<file path="src/servo_drive_enable_sequencer_core_defines.svh">
// Assertion helpers for the drive enable sequencer.
`ifndef SERVO_DRIVE_ENABLE_SEQUENCER_CORE_DEFINES_SVH
`define SERVO_DRIVE_ENABLE_SEQUENCER_CORE_DEFINES_SVH

// Same-cycle implication, checked only out of reset.
`define SDES_ASSERT_IMPL(lbl, ante, cons) \
    lbl: assert property (@(posedge i_clk) disable iff (!i_rst_n) (ante) |-> (cons)) \
        else $error("sequencer check failed");

// Next-cycle implication, checked only out of reset.
`define SDES_ASSERT_NEXT(lbl, ante, cons) \
    lbl: assert property (@(posedge i_clk) disable iff (!i_rst_n) (ante) |=> (cons)) \
        else $error("sequencer check failed");

`endif

</file>
<file path="src/sdes_pkg.sv">
`timescale 1ns / 1ps
package sdes_pkg;

    localparam int unsigned SW_W   = 16;
    localparam int unsigned POS_W  = 32;
    localparam int unsigned TMO_W  = 16;
    localparam int unsigned HALF_W = 8;
    localparam int unsigned CFG_IDX_W = 1;
    localparam int unsigned CFG_DATA_W = 16;
    localparam int unsigned IN_DATA_W  = 88;
    localparam int unsigned OUT_DATA_W = 56;

    // register indexes
    localparam logic [CFG_IDX_W-1:0] CFG_TIMEOUT = 1'd0;
    localparam logic [CFG_IDX_W-1:0] CFG_HALF    = 1'd1;

    localparam logic [TMO_W-1:0]  TIMEOUT_RST = 16'd3000;
    localparam logic [HALF_W-1:0] HALF_RST    = 8'd10;

    // statusword masks and patterns
    localparam logic [SW_W-1:0] SW_FAULT       = 16'h0008;
    localparam logic [SW_W-1:0] SW_MASK_SOD    = 16'h004F;
    localparam logic [SW_W-1:0] SW_SOD         = 16'h0040;
    localparam logic [SW_W-1:0] SW_MASK_STATE  = 16'h006F;
    localparam logic [SW_W-1:0] SW_READY       = 16'h0021;
    localparam logic [SW_W-1:0] SW_SWITCHED_ON = 16'h0023;
    localparam logic [SW_W-1:0] SW_OP_ENABLED  = 16'h0027;

    // controlwords
    localparam logic [SW_W-1:0] CW_NONE         = 16'h0000;
    localparam logic [SW_W-1:0] CW_FAULT_RESET  = 16'h0080;
    localparam logic [SW_W-1:0] CW_SHUTDOWN     = 16'h0006;
    localparam logic [SW_W-1:0] CW_SWITCH_ON    = 16'h0007;
    localparam logic [SW_W-1:0] CW_ENABLE_OP    = 16'h000F;

    typedef enum logic [1:0] {
        PH_IDLE     = 2'd0,
        PH_ENABLING = 2'd1,
        PH_ENABLED  = 2'd2,
        PH_TIMEOUT  = 2'd3
    } t_phase;

    typedef struct packed {
        t_phase              phase;
        logic [TMO_W-1:0]    attempt_count;
        logic [HALF_W-1:0]   pulse_count;
        logic                pulse_level;
        logic                request_prev;
    } t_seq_state;

    typedef struct packed {
        logic [SW_W-1:0]         control_word;
        logic signed [POS_W-1:0] command_position;
        logic                    drive_enabled;
        t_phase                  sequence_status;
    } t_seq_result;

endpackage

</file>
<file path="src/sdes_step.sv">
`timescale 1ns / 1ps
module sdes_step (
    input  sdes_pkg::t_seq_state               i_state,
    input  logic [sdes_pkg::TMO_W-1:0]         i_timeout_cycles,
    input  logic [sdes_pkg::HALF_W-1:0]        i_pulse_half_cycles,
    input  logic [sdes_pkg::SW_W-1:0]          i_status_word,
    input  logic signed [sdes_pkg::POS_W-1:0]  i_actual_position,
    input  logic signed [sdes_pkg::POS_W-1:0]  i_host_target,
    input  logic                               i_enable_request,
    output sdes_pkg::t_seq_state               o_state,
    output sdes_pkg::t_seq_result              o_result
);
    import sdes_pkg::*;

    t_seq_state         start;
    logic [TMO_W-1:0]   limit;
    logic [HALF_W-1:0]  half;
    logic [HALF_W-1:0]  pulse_inc;
    logic [TMO_W-1:0]   attempt_inc;
    logic [SW_W-1:0]    seq_word;
    logic               op_enabled;
    logic [SW_W-1:0]    cw;
    logic               pass_target;

    assign limit = (i_timeout_cycles == '0) ? TMO_W'(1) : i_timeout_cycles;
    assign half  = (i_pulse_half_cycles == '0) ? HALF_W'(1) : i_pulse_half_cycles;

    // a rising request restarts enabling from clean counters
    always_comb begin
        start = i_state;
        if (i_enable_request && !i_state.request_prev) begin
            start.phase         = PH_ENABLING;
            start.attempt_count = '0;
            start.pulse_count   = '0;
            start.pulse_level   = 1'b0;
        end
    end

    assign pulse_inc   = start.pulse_count + HALF_W'(1);
    assign attempt_inc = start.attempt_count + TMO_W'(1);
    assign op_enabled  = ((i_status_word & SW_FAULT) == '0)
                      && ((i_status_word & SW_MASK_STATE) == SW_OP_ENABLED);

    always_comb begin
        priority if ((i_status_word & SW_FAULT) != '0) begin
            seq_word = start.pulse_level ? CW_FAULT_RESET : CW_NONE;
        end else if ((i_status_word & SW_MASK_SOD) == SW_SOD) begin
            seq_word = CW_SHUTDOWN;
        end else if ((i_status_word & SW_MASK_STATE) == SW_READY) begin
            seq_word = CW_SWITCH_ON;
        end else if ((i_status_word & SW_MASK_STATE) == SW_SWITCHED_ON
                  || (i_status_word & SW_MASK_STATE) == SW_OP_ENABLED) begin
            seq_word = CW_ENABLE_OP;
        end else begin
            seq_word = CW_NONE;
        end
    end

    // next state
    always_comb begin
        o_state              = start;
        o_state.request_prev = i_enable_request;
        if (!i_enable_request) begin
            o_state.phase         = PH_IDLE;
            o_state.attempt_count = '0;
            o_state.pulse_count   = '0;
            o_state.pulse_level   = 1'b0;
        end else if (start.phase == PH_ENABLING) begin
            if (pulse_inc >= half) begin
                o_state.pulse_count = '0;
                o_state.pulse_level = !start.pulse_level;
            end else begin
                o_state.pulse_count = pulse_inc;
            end
            if (op_enabled) begin
                o_state.phase = PH_ENABLED;
            end else begin
                o_state.attempt_count = attempt_inc;
                if (attempt_inc >= limit) begin
                    o_state.phase = PH_TIMEOUT;
                end
            end
        end
    end

    // outputs
    always_comb begin
        cw          = CW_SHUTDOWN;
        pass_target = 1'b0;
        if (i_enable_request) begin
            unique case (start.phase)
                PH_ENABLED: begin
                    cw          = CW_ENABLE_OP;
                    pass_target = 1'b1;
                end
                PH_ENABLING: cw = seq_word;
                PH_IDLE, PH_TIMEOUT: cw = CW_SHUTDOWN;
                default: cw = CW_SHUTDOWN;
            endcase
        end
        o_result.control_word     = cw;
        o_result.command_position = pass_target ? i_host_target : i_actual_position;
        o_result.drive_enabled    = (o_state.phase == PH_ENABLED);
        o_result.sequence_status  = o_state.phase;
    end

endmodule

</file>
<file path="src/servo_drive_enable_sequencer_core.sv">
`timescale 1ns / 1ps
// Drive power-state enable sequencer.
// Input stream (s_axis): one item per fieldbus cycle carrying the drive
// statusword, actual position, host target and the enable-request level.
// Output stream (m_axis): one item per input item with the controlword,
// the commanded position, the enabled flag and the sequence status.
// A rising enable request starts enabling; statusword masks then pick the
// controlword until operation enabled is seen or the timeout count runs out.
// A low request drops back to idle at once.
// Latency: the result of an item is valid the cycle after it is accepted.
// Throughput: one item per clock; the whole step is one level of mask
// compares and two counter increments ahead of the result register.
// Stall: a valid result holds while m_axis_tready is low and
// s_axis_tready falls with it; an item is taken in the same cycle the held
// result leaves.
// Config: i_cfg_we writes timeout_cycles (index 0) or pulse_half_cycles
// (index 1); a zero value acts as one.
// Reset (synchronous, active low): idle, counters clear, output empty,
// timeout_cycles 3000, pulse_half_cycles 10.
module servo_drive_enable_sequencer_core (
    input  logic                               i_clk,
    input  logic                               i_rst_n,
    input  logic                               i_cfg_we,
    input  logic [sdes_pkg::CFG_IDX_W-1:0]     i_cfg_idx,
    input  logic [sdes_pkg::CFG_DATA_W-1:0]    i_cfg_data,
    input  logic                               s_axis_tvalid,
    output logic                               s_axis_tready,
    // [15:0] status_word, [47:16] actual_position, [79:48] host_target,
    // [80] enable_request, [87:81] zero
    input  logic [sdes_pkg::IN_DATA_W-1:0]     s_axis_tdata,
    output logic                               m_axis_tvalid,
    input  logic                               m_axis_tready,
    // [15:0] control_word, [47:16] command_position, [48] drive_enabled,
    // [50:49] sequence_status, [55:51] zero
    output logic [sdes_pkg::OUT_DATA_W-1:0]    m_axis_tdata
);
    import sdes_pkg::*;

    `include "servo_drive_enable_sequencer_core_defines.svh"

    logic [TMO_W-1:0]  r_timeout_cycles;
    logic [HALF_W-1:0] r_pulse_half_cycles;
    t_seq_state        r_state;
    t_seq_state        n_state;
    t_seq_result       r_result;
    t_seq_result       n_result;
    logic              r_out_valid;
    logic              accept;

    always_ff @(posedge i_clk) begin
        if (!i_rst_n) begin
            r_timeout_cycles    <= TIMEOUT_RST;
            r_pulse_half_cycles <= HALF_RST;
        end else if (i_cfg_we) begin
            unique case (i_cfg_idx)
                CFG_TIMEOUT: r_timeout_cycles <= i_cfg_data[TMO_W-1:0];
                CFG_HALF:    r_pulse_half_cycles <= i_cfg_data[HALF_W-1:0];
                default: ;
            endcase
        end
    end

    assign s_axis_tready = !r_out_valid || m_axis_tready;
    assign accept        = s_axis_tvalid && s_axis_tready;

    sdes_step u_step (
        .i_state             (r_state),
        .i_timeout_cycles    (r_timeout_cycles),
        .i_pulse_half_cycles (r_pulse_half_cycles),
        .i_status_word       (s_axis_tdata[15:0]),
        .i_actual_position   (s_axis_tdata[47:16]),
        .i_host_target       (s_axis_tdata[79:48]),
        .i_enable_request    (s_axis_tdata[80]),
        .o_state             (n_state),
        .o_result            (n_result)
    );

    always_ff @(posedge i_clk) begin
        if (!i_rst_n) begin
            r_state     <= '{phase: PH_IDLE, attempt_count: '0, pulse_count: '0,
                             pulse_level: 1'b0, request_prev: 1'b0};
            r_out_valid <= 1'b0;
        end else begin
            if (accept) begin
                r_state <= n_state;
            end
            if (accept) begin
                r_out_valid <= 1'b1;
            end else if (m_axis_tready) begin
                r_out_valid <= 1'b0;
            end
        end
    end

    always_ff @(posedge i_clk) begin
        if (accept) begin
            r_result <= n_result;
        end
    end

    assign m_axis_tvalid = r_out_valid;
    assign m_axis_tdata  = {5'd0, r_result.sequence_status, r_result.drive_enabled,
                            r_result.command_position, r_result.control_word};

    `SDES_ASSERT_IMPL(a_enabled_flag, m_axis_tvalid,
        m_axis_tdata[48] == (m_axis_tdata[50:49] == PH_ENABLED))
    `SDES_ASSERT_IMPL(a_hold_when_stalled, m_axis_tvalid && !m_axis_tready,
        !s_axis_tready)
    `SDES_ASSERT_NEXT(a_low_request_idles, accept && !s_axis_tdata[80],
        r_state.phase == PH_IDLE && r_state.attempt_count == '0 && !r_state.request_prev)

endmodule
</file>
<file path="config.mk">
export PLATFORM = sky130hd
export DESIGN_NAME = servo_drive_enable_sequencer_core
export DESIGN_NICKNAME = d
export VERILOG_FILES = /design/src/sdes_pkg.sv /design/src/sdes_step.sv /design/src/servo_drive_enable_sequencer_core.sv
export VERILOG_INCLUDE_DIRS = /design/src /design/src/src
export SDC_FILE = /design/constraint.sdc
export NUM_CORES = 1
export LEC_CHECK = 0
export BUFFER_PORTS_ARGS = -buffer_cell sky130_fd_sc_hd__buf_2
export CAP_MARGIN = 20
export CORE_MARGIN = 5
export CORE_UTILIZATION = 45
export DETAILED_ROUTE_END_ITERATION = 10
export PLACE_DENSITY = 0.71
export SYNTH_ARGS = -nofsm -noshare
export SYNTH_HDL_FRONTEND = slang
export SYNTH_SLANG_ARGS = --single-unit
</file>
<file path="constraint.sdc">
create_clock -name i_clk -period 8.4 [get_ports i_clk]
set_clock_uncertainty 0.15 [all_clocks]
set_input_delay 0.84 -clock i_clk [delete_from_list [all_inputs] [get_ports i_clk]]
set_output_delay 0.84 -clock i_clk [all_outputs]
set_load 0.01 [all_outputs]
</file>
; Word level (Yosys, flattened, before mapping)
; Cells that the tools add are included.
; W data, S select, Z words.
[word_totals]
out_inout_bits = 58
input_bits = 110
ff_bits = 104
elab_cells = 62
[classes]
reduce_logical = 16
addsub = 2
bitwise_logic = 1
order_cmp = 2
n_eq_ne = 8
muxes = 21
[ops]
columns = operator, n
row1 = $mux W27, 3
row2 = $pmux W16 S3, 1
row3 = $logic_not A16 Y1, 2
row4 = $mux W16, 2
row5 = $mux W32, 1
row6 = $mux W8, 4
row7 = $eq A6 B5 Y1 const B, 3
row8 = $add A16 B1 Y16 const B, 1
row9 = $ge A16 B16 Y1, 1
row10 = $mux W4, 3
row11 = $add A8 B1 Y8 const B, 1
row12 = $ge A8 B8 Y1, 1
row13 = $logic_not A8 Y1, 1
row14 = $eq A2 B2 Y1 const B, 3
row15 = $eq A5 B5 Y1 const B, 1
row16 = $mux W1, 5
row17 = $mux W2, 2
row18 = $reduce_and A2 Y1, 2
row19 = $logic_and A1 B1 Y1, 3
row20 = $logic_not A1 Y1, 3
row21 = $eq A2 B1 Y1 const B, 1
row22 = $logic_not A2 Y1, 1
row23 = $logic_or A1 B1 Y1, 2
row24 = $reduce_bool A2 Y1, 1
row25 = other kinds (2), 2

; Logic depth before layout (Yosys ltp)
; Gate-level depths: netlist of run 1.
[depth]
depth_word = 10
ltp_mapped = 16
mapped_depth_nobuf = 14

; Cells and area by module
; Synthesis of run 1 repeated with hierarchy kept, for this count alone.
[unflattened]
hier_cells = 657
hier_area_um2 = 6042.0
[modules_own_cells]
columns = module, cells_per_inst, seq_area_each_um2, area_per_inst_um2, instances
row1 = servo_drive_enable_sequencer_core, 291, 2592.5, 3607.2, 1
row2 = sdes_step, 366, 0.0, 2434.8, 1

; Worst setup path before layout of run 1
; No wires, ideal clock.
[synth_path]
path_kind = input to register
from = input s_axis_tdata[80] (netlist bit)
to = register r_result, in the netlist m_axis_tdata[48] (data pin)
arrival_ns = 4.050
path_slack_ns = 4.042
setup_ns = 0.158
required_time_ns = 8.092
n_path_buf = 2
cell_stages = 16
cell_sequence = nand2b_1 clkbuf_1 clkbuf_1 and2_1 ha_1 nand2_1 nor4_4 nand4_1 xor2_1 nor2_1 ha_1 nand4_1 nor4_1 a311o_1 or2_2 o211ai_1
[synth_lines]
columns = element, line_no
row1 = start: declaration, servo_drive_enable_sequencer_core.sv:30  ; input logic [sdes_pkg::IN_DATA_W-1:0] s_axis_tdata,
row2 = end signal: assignment, servo_drive_enable_sequencer_core.sv:97  ; r_result <= n_result;
row3 = end: declaration, servo_drive_enable_sequencer_core.sv:45  ; t_seq_result r_result;

==> out/results.tsv, run 1 <==
stage	metric	value	unit
yosys	synth_flop_cell	dfxtp_1	
floorplanning	dieArea	0.01449	mm²
detailed_routing	drt_wl_total	13950	µm
clock_tree	clkLatencyLatePin	0.34	ns
pwr	ir_worst_vdd	0.00008853	V
yosys	yosysWarnings	0	
grt	grt_usage	19.13	%
detailed_routing	drt_first_iter_violations	338	
worst_setup_path	cp_num_cells	14	
finish	drive_gt1_share	27.74	%
pwr	powerDensity	159.7	mW/mm²
worst_setup_path	slowest_stage	o21ai_0	
placed_design	dp.cells	852	
detailed_routing	drc	0	
placed_design	hpwlAfterDp	10550	µm
yosys	synth-seq-cells	92	
worst_setup_path	crit_path_max_incr_delay	0.62	ns
detailed_routing	avgRoutedWirePerCell	16.07	µm
floorplanning	die_y	120.4	µm
placed_design	placedInstanceArea	0.006173	mm²
timing	finalSetupViolCount	0	
worst_setup_path	rrSetupSlack	4.01	ns
floorplanning	start_util	45.84	%
worst_setup_path	crit_path_end_kind	flop	
yosys	mappedNetlistArea	0.005483	mm²
yosys	synth_commonest_cells	nand2_1, dfxtp_1, edfxtp_1	
timing	max_freq	220.1	MHz
detailed_routing	vias_per_cell	5.558	
worst_setup_path	cp_cell_sequence	buf_2, nor2b_4, nor2_1, ha_1, nand2_1, nor4_4, nand4_1, xor2_1, nor2_1, ha_1, nand4_1, o21ai_0, or2_2, o211ai_1	
clock_tree	cts_tree	yes	
worst_setup_path	crit_type	input pin to flop	
pwr	leakagePower	2.747	nW
worst_setup_path	path_buf_inv	1	
timing	post-route-period-util	54.09	%
grt	grt_max_degree	50	
placed_design	port_buffers	134	
clock_tree	postCtsSetupRepairBufs	0	
grt	grt_pass1_wl	22600	µm
placed_design	gp_congestion	0.8653	
timing	period_needed	4.543	ns
yosys	syn_avg_cell_area	9.184	µm²
finish	final_nets	855	
yosys	async_reset_ff_share	0	%
grt	overflow	0	
worst_setup_path	cp_max_fo	25	
yosys	synth_cells	597	
detailed_routing	drt_pre_antenna_iters	5	
timing	drv_slew	0	
run_status	status	finished clean	
finish	antenna_cells	0	
worst_setup_path	r2r-start	r_state[0]$_SDFFE_PN0P_	
yosys	yosys.area.top_type	edfxtp_1	
worst_setup_path	path_delay_family	simple AND/OR/NAND/NOR gates	
clock_tree	clk_path_buf_depth	2	
floorplanning	io_pins	168	
timing	max_slew.worst_pin.slew	1.156	ns
hold_path	hold_class	flop to flop	
clock_tree	cts.sinks	92	
clock_tree	ctsHoldBuffers	0	
clock_tree	cts_buffers	9	
worst_setup_path	worst_ep_required_time	8.33	ns
floorplanning	row_count	40	
timing	tns	0	ns
worst_setup_path	r2r_end	m_axis_tdata[48]$_DFFE_PP_	
job	maxCapViolCount	0	
floorplanning	die_x	120.4	µm
yosys	yosysTopAreaCellShare	21.36	%
yosys	yosysSeqAreaShare	40.71	%
clock_tree	clk_pin_slew	0.06	ns
timing	grt_setup_unrepaired	no	
yosys	synth.most_common_cell	nand2_1	
timing	relSlewSlack	22.43	%
worst_setup_path	crit_path_start	s_axis_tdata[80]	
worst_setup_path	startpoint_type	input pin	
worst_setup_path	crit_path_end	m_axis_tdata[48]$_DFFE_PP_	
worst_setup_path	cp.arrival	4.48	ns
grt	antenna_found_initial	0	
yosys	ys_types	64	
worst_setup_path	r2r_cells	13	
yosys	synth_edf_count	39	
finish	postLayoutCoreUtil	54.12	%
clock_tree	cts_resized	0	
placed_design	place_ws	3.604	ns
yosys	yosys-top-cells-area	edfxtp_1, dfxtp_1, ha_1	
finish	nFillCells	1117	
grt	grt_pass1_vias	4607	
floorplanning	design.core.area	0.01196	mm²
clock_tree	htree_levels	3	
clock_tree	root_buffer	clkbuf_16	
finish	area_growth	18.07	%
timing	fin_ws	3.857	ns
detailed_routing	vias	4824	
detailed_routing	final_antenna_net_count	0	
timing	hold_violations	0	
finish	post-route-cell-area	0.006474	mm²
finish	fin_cells	868	
==> worst reg2reg max path, cell delays in order (launching register included) <==
cell and delay (ns):
dfxtp_1 0.64, nor2b_4 0.23, nor2_1 0.21, ha_1 0.28, nand2_1 0.13, nor4_4 0.52, nand4_1 0.26, xor2_1 0.24
nor2_1 0.07, ha_1 0.33, nand4_1 0.15, o21ai_0 0.62, or2_2 0.22, o211ai_1 0.08
==> final cells by class <==
class	instances	area (µm²)	share of cell area (%)
Multi-Input combinational cell	437	2914	45.01
Sequential cell	92	2232	34.48
Timing Repair Buffer	138	700.7	10.82
Clock buffer	10	239.0	3.692
Tap cell	147	183.9	2.841
Inverter	38	142.6	2.203
Clock inverter	6	61.31	0.9470
==> metal layers <==
metal	wire length [µm]	GRT usage [%]	up-vias
li1	-	-	2366
met1	6027	25.00	2221
met2	6461	31.71	222
met3	1212	3.648	15
met4	252	6.657	0
met5	0	0	-
==> how the worst min path moves through the flow <==
stage | from | endpoint | slack [ns] | depth (start not counted)
2_1_floorplan | r_state[27]$_SDFFE_PN0P_ | r_state[27]$_SDFFE_PN0P_ | 0.29 | 2
3_3_place_gp | r_pulse_half_cycles[2]$_SDFFE_PN0P_ | r_pulse_half_cycles[2]$_SDFFE_PN0P_ | 0.30 | 2
3_5_place_dp | r_state[27]$_SDFFE_PN0P_ | r_state[27]$_SDFFE_PN0P_ | 0.30 | 2
4_1_cts | r_pulse_half_cycles[0]$_SDFFE_PN0P_ | r_pulse_half_cycles[0]$_SDFFE_PN0P_ | 0.32 | 2
5_1_grt | r_pulse_half_cycles[0]$_SDFFE_PN0P_ | r_pulse_half_cycles[0]$_SDFFE_PN0P_ | 0.35 | 2
6_report | r_pulse_half_cycles[0]$_SDFFE_PN0P_ | r_pulse_half_cycles[0]$_SDFFE_PN0P_ | 0.32 | 2
==> cells by family after synthesis <==
| group | Yosys count | synth area share [%] |
|---|---|---|
| AO/OA/AOI/OAI | 130 | 16.25 |
| AND/OR/NAND/NOR | 209 | 19.17 |
| multiplexers | 36 | 7.303 |
| flip-flops | 92 | 40.71 |
| XOR/XNOR | 17 | 2.716 |
| buffers and inverters | 83 | 7.165 |
| adder cells (fa/ha/maj) | 29 | 6.618 |
| other | 1 | 0.06840 |
==> layout by cell type, fill, tap and decap left out, types with 11 or more instances in the layout <==
cell type	count
xnor2_1	11
nand2_1	89
o211ai_1	15
ha_1	29
a21oi_1	33
mux2_2	32
conb_1	16
nand3_1	21
dfxtp_1	53
inv_1	35
nor2_1	34
o21ai_0	19
buf_2	134
edfxtp_1	39
==> flip-flops by register name, indices dropped and copies added, names as in the netlist <==
name                 cells
r_timeout_cycles        16
m_axis_tdata            39
m_axis_tvalid            1
r_pulse_half_cycles      8
r_state                 28
==> through the flow <==
step,hold slack [ns],power (mW)
after CTS,0.3158,1.045
after global placement,0.3019,0.6274
after floorplan,0.2858,0.5842
final,0.3195,1.034
after global routing,0.3502,1.077
after detailed placement,0.3047,0.6320
==> power breakdown <==
| group | internal, mW | total, mW | switching (mW) |
|---|---|---|---|
| sequential | 0.487 | 0.496 | 0.00858 |
| clock | 0.238 | 0.411 | 0.173 |
| combinational | 0.0495 | 0.127 | 0.0773 |
No activity file was read; power rests on OpenSTA's default activity.
==> inputs of run 2 (changes only) <==
- PLACE_DENSITY: 0.71 -> 0.74
- clock period: 8.4 -> 3.7 ns (I/O delays scaled with it)
==> out/results.tsv, run 2 (synthesized netlist as in run 1, its figures left out) <==
stage	metric	value	unit	change
finish	drive_gt1_share	29.86	%	was 27.74%
timing	fin_ws	0.2132	ns	was 3.857 ns
finish	final_nets	874		was 855
clock_tree	cts_tree	yes		unchanged
clock_tree	ctsHoldBuffers	0		unchanged
pwr	powerDensity	362.4	mW/mm²	was 159.7 mW/mm²
pwr	power_frac_comb	12.6	%	was 12.3%
hold_path	min_delay_path_depth	3		was 2
timing	tns	0	ns	unchanged
job	maxCapViolCount	0		unchanged
timing	relSlewSlack	53.19	%	was 22.43%
grt	grt_usage	19.21	%	was 19.13%
finish	mostFrequentLayoutCell	buf_2		unchanged
pwr	p_sw_share	24.44	%	was 25.04%
detailed_routing	drt_first_iter_violations	325		was 338
worst_setup_path	r2r_end	m_axis_tdata[48]$_DFFE_PP_		unchanged
hold_path	worstHoldStart	i_cfg_data[10]		was r_pulse_half_cycles[0]$_SDFFE_PN0P_
clock_tree	htree_levels	3		unchanged
pwr	p_sw	0.5889	mW	was 0.2588 mW
timing	finalSetupViolCount	0		unchanged
timing	drv_slew	0		unchanged
floorplanning	die_y	120.4	µm	unchanged
placed_design	gp_congestion	0.9122		was 0.8653
clock_tree	clk_pin_slew	0.06	ns	about the same
detailed_routing	avgRoutedWirePerCell	16.10	µm	was 16.07 µm
placed_design	hpwlAfterDp	10880	µm	was 10550 µm
pwr	leakagePower	2.832	nW	was 2.747 nW
worst_setup_path	crit_path_end_kind	flop		unchanged
detailed_routing	final_antenna_net_count	0		unchanged
worst_setup_path	crit_type	flop to flop		was input pin to flop
pwr	intPower	1.821	mW	was 0.7748 mW
finish	fin_cells	887		was 868
worst_setup_path	worst_ep_required_time	3.63	ns	was 8.33 ns
placed_design	dp.cells	871		was 852
detailed_routing	drt_wl_total	14280	µm	was 13950 µm
grt	grt_pass1_wl	22690	µm	was 22600 µm
timing	hold_violations	0		unchanged
placed_design	placedInstanceArea	0.006316	mm²	was 0.006173 mm²
hold_path	hold_end	r_timeout_cycles[10]$_SDFFE_PN0P_		was r_pulse_half_cycles[0]$_SDFFE_PN0P_
detailed_routing	vias_per_cell	5.506		was 5.558
worst_setup_path	r2r-start	r_state[12]$_SDFFE_PN0P_		was r_state[0]$_SDFFE_PN0P_
hold_path	hold_class	input pin to flop		was flop to flop
floorplanning	design.core.area	0.01196	mm²	unchanged
clock_tree	clk_path_buf_depth	2		unchanged
finish	area_growth	21.27	%	was 18.07%
finish	final_cell_mix	buf_2, nand2_1, dfxtp_1		unchanged
clock_tree	clkLatencyLatePin	0.34	ns	about the same
clock_tree	cts.sinks	92		unchanged
floorplanning	dieArea	0.01449	mm²	unchanged
timing	max_slew.worst_pin.slew	0.7014	ns	was 1.156 ns
worst_setup_path	cp_max_fo	6		was 25
grt	overflow	0		unchanged
detailed_routing	vias	4884		was 4824
worst_setup_path	cp.arrival	3.42	ns	was 4.48 ns
timing	period_needed	3.487	ns	
pwr	ir_worst_vdd	0.0002003	V	was 0.00008853 V
timing	grt_setup_unrepaired	no		unchanged
grt	grt_max_degree	50		unchanged
grt	antenna_found_initial	0		unchanged
finish	largest_reg_flops	39		unchanged
pwr	power_frac_clock	40.8	%	was 39.8%
timing	post-route-period-util	94.24	%	
detailed_routing	drt_pre_antenna_iters	5		unchanged
detailed_routing	drc	0		unchanged
grt	grt_pass1_vias	4693		was 4607
placed_design	place_ws	0.09250	ns	was 3.604 ns
timing	max_freq	286.8	MHz	
worst_setup_path	startpoint_type	flop		was input pin
finish	nFillCells	1078		was 1117
pwr	pwr-share-seq	46.6	%	was 47.9%
worst_setup_path	r2r_cells	11		was 13
floorplanning	row_count	40		unchanged
finish	antenna_cells	0		unchanged
floorplanning	die_x	120.4	µm	unchanged
run_status	status	finished clean		unchanged
placed_design	port_buffers	134		unchanged
worst_setup_path	rrSetupSlack	0.21	ns	was 4.01 ns
clock_tree	cts_buffers	9		unchanged
floorplanning	start_util	45.84	%	unchanged
clock_tree	root_buffer	clkbuf_16		unchanged
floorplanning	io_pins	168		unchanged
finish	post-route-cell-area	0.006649	mm²	was 0.006474 mm²
==> run 2: area by class of cell <==
| cell class | instances | area (µm²) | area share (%) |
|---|---|---|---|
| clock buffers | 10 | 229.0 | 3.444 |
| clock inverters | 6 | 87.58 | 1.317 |
| inverters | 38 | 142.6 | 2.145 |
| multi-input cells | 437 | 2923 | 43.96 |
| flip-flops and latches | 92 | 2236 | 33.63 |
| well taps | 147 | 183.9 | 2.766 |
| repair buffers | 157 | 847.1 | 12.74 |
==> run 2: through the flow <==
| step | utilization (%) | hold WS, ns | power (mW) |
|---|---|---|---|
| floorplan | - | 0.2858 | 1.327 |
| global placement | 52.80 | 0.2997 | 1.436 |
| detailed placement | 52.80 | 0.3038 | 1.446 |
| CTS | 55.45 | 0.1001 | 2.429 |
| global route | 55.59 | 0.1132 | 2.508 |
| finish | 55.59 | 0.1116 | 2.410 |
==> run 2: power by group through the flow <==
stage / clock [mW] / sequential (mW) / combinational (mW)
final: 0.984 / 1.12 / 0.302
after global placement: 0 / 1.14 / 0.292
after CTS: 1.00 / 1.12 / 0.302
after detailed placement: 0 / 1.15 / 0.300
after floorplan: 0 / 1.16 / 0.168
after global routing: 1.05 / 1.13 / 0.333
==> run 2: timing repair <==
action                                 CTS  global route
resized for setup                        0             6
setup buffers                            0             0
endpoints found under the hold margin    0             0
setup endpoints to repair                0            11
==> run 2: worst max-delay path, stage by stage, from the launching register on <==
cell	delay, ns
dfxtp_1	0.40
inv_2	0.10
or4_4	0.61
or2_4	0.30
nor2_1	0.14
xnor2_1	0.11
ha_1	0.33
nand2_1	0.06
o21a_1	0.17
o21ai_0	0.52
or2_2	0.22
o211ai_1	0.09
==> run 2: worst max-delay path by stage <==
| stage | startpoint | endpoint | slack, ns | cells past startpoint |
|---|---|---|---|---|
| 3_5_place_dp | s_axis_tdata[80] | m_axis_tdata[48]$_DFFE_PP_ | 0.09 | 15 |
| 4_1_cts | r_state[0]$_SDFFE_PN0P_ | r_state[1]$_SDFFE_PN0P_ | 0.09 | 15 |
| 3_3_place_gp | r_state[0]$_SDFFE_PN0P_ | r_state[1]$_SDFFE_PN0P_ | 0.15 | 15 |
| 2_1_floorplan | s_axis_tdata[80] | m_axis_tdata[48]$_DFFE_PP_ | 0.006 | 16 |
| 6_report | r_state[12]$_SDFFE_PN0P_ | m_axis_tdata[48]$_DFFE_PP_ | 0.21 | 11 |
| 5_1_grt | r_state[12]$_SDFFE_PN0P_ | m_axis_tdata[48]$_DFFE_PP_ | 0.008 | 11 |
==> run 2: per-layer routing <==
metal / wire, µm / up-vias / global-route usage [%]
met5: 0 / - / 0
met4: 265 / 0 / 7.295
met3: 1143 / 22 / 4.069
met2: 6655 / 190 / 31.78
met1: 6218 / 2275 / 24.68
li1: - / 2397 / -
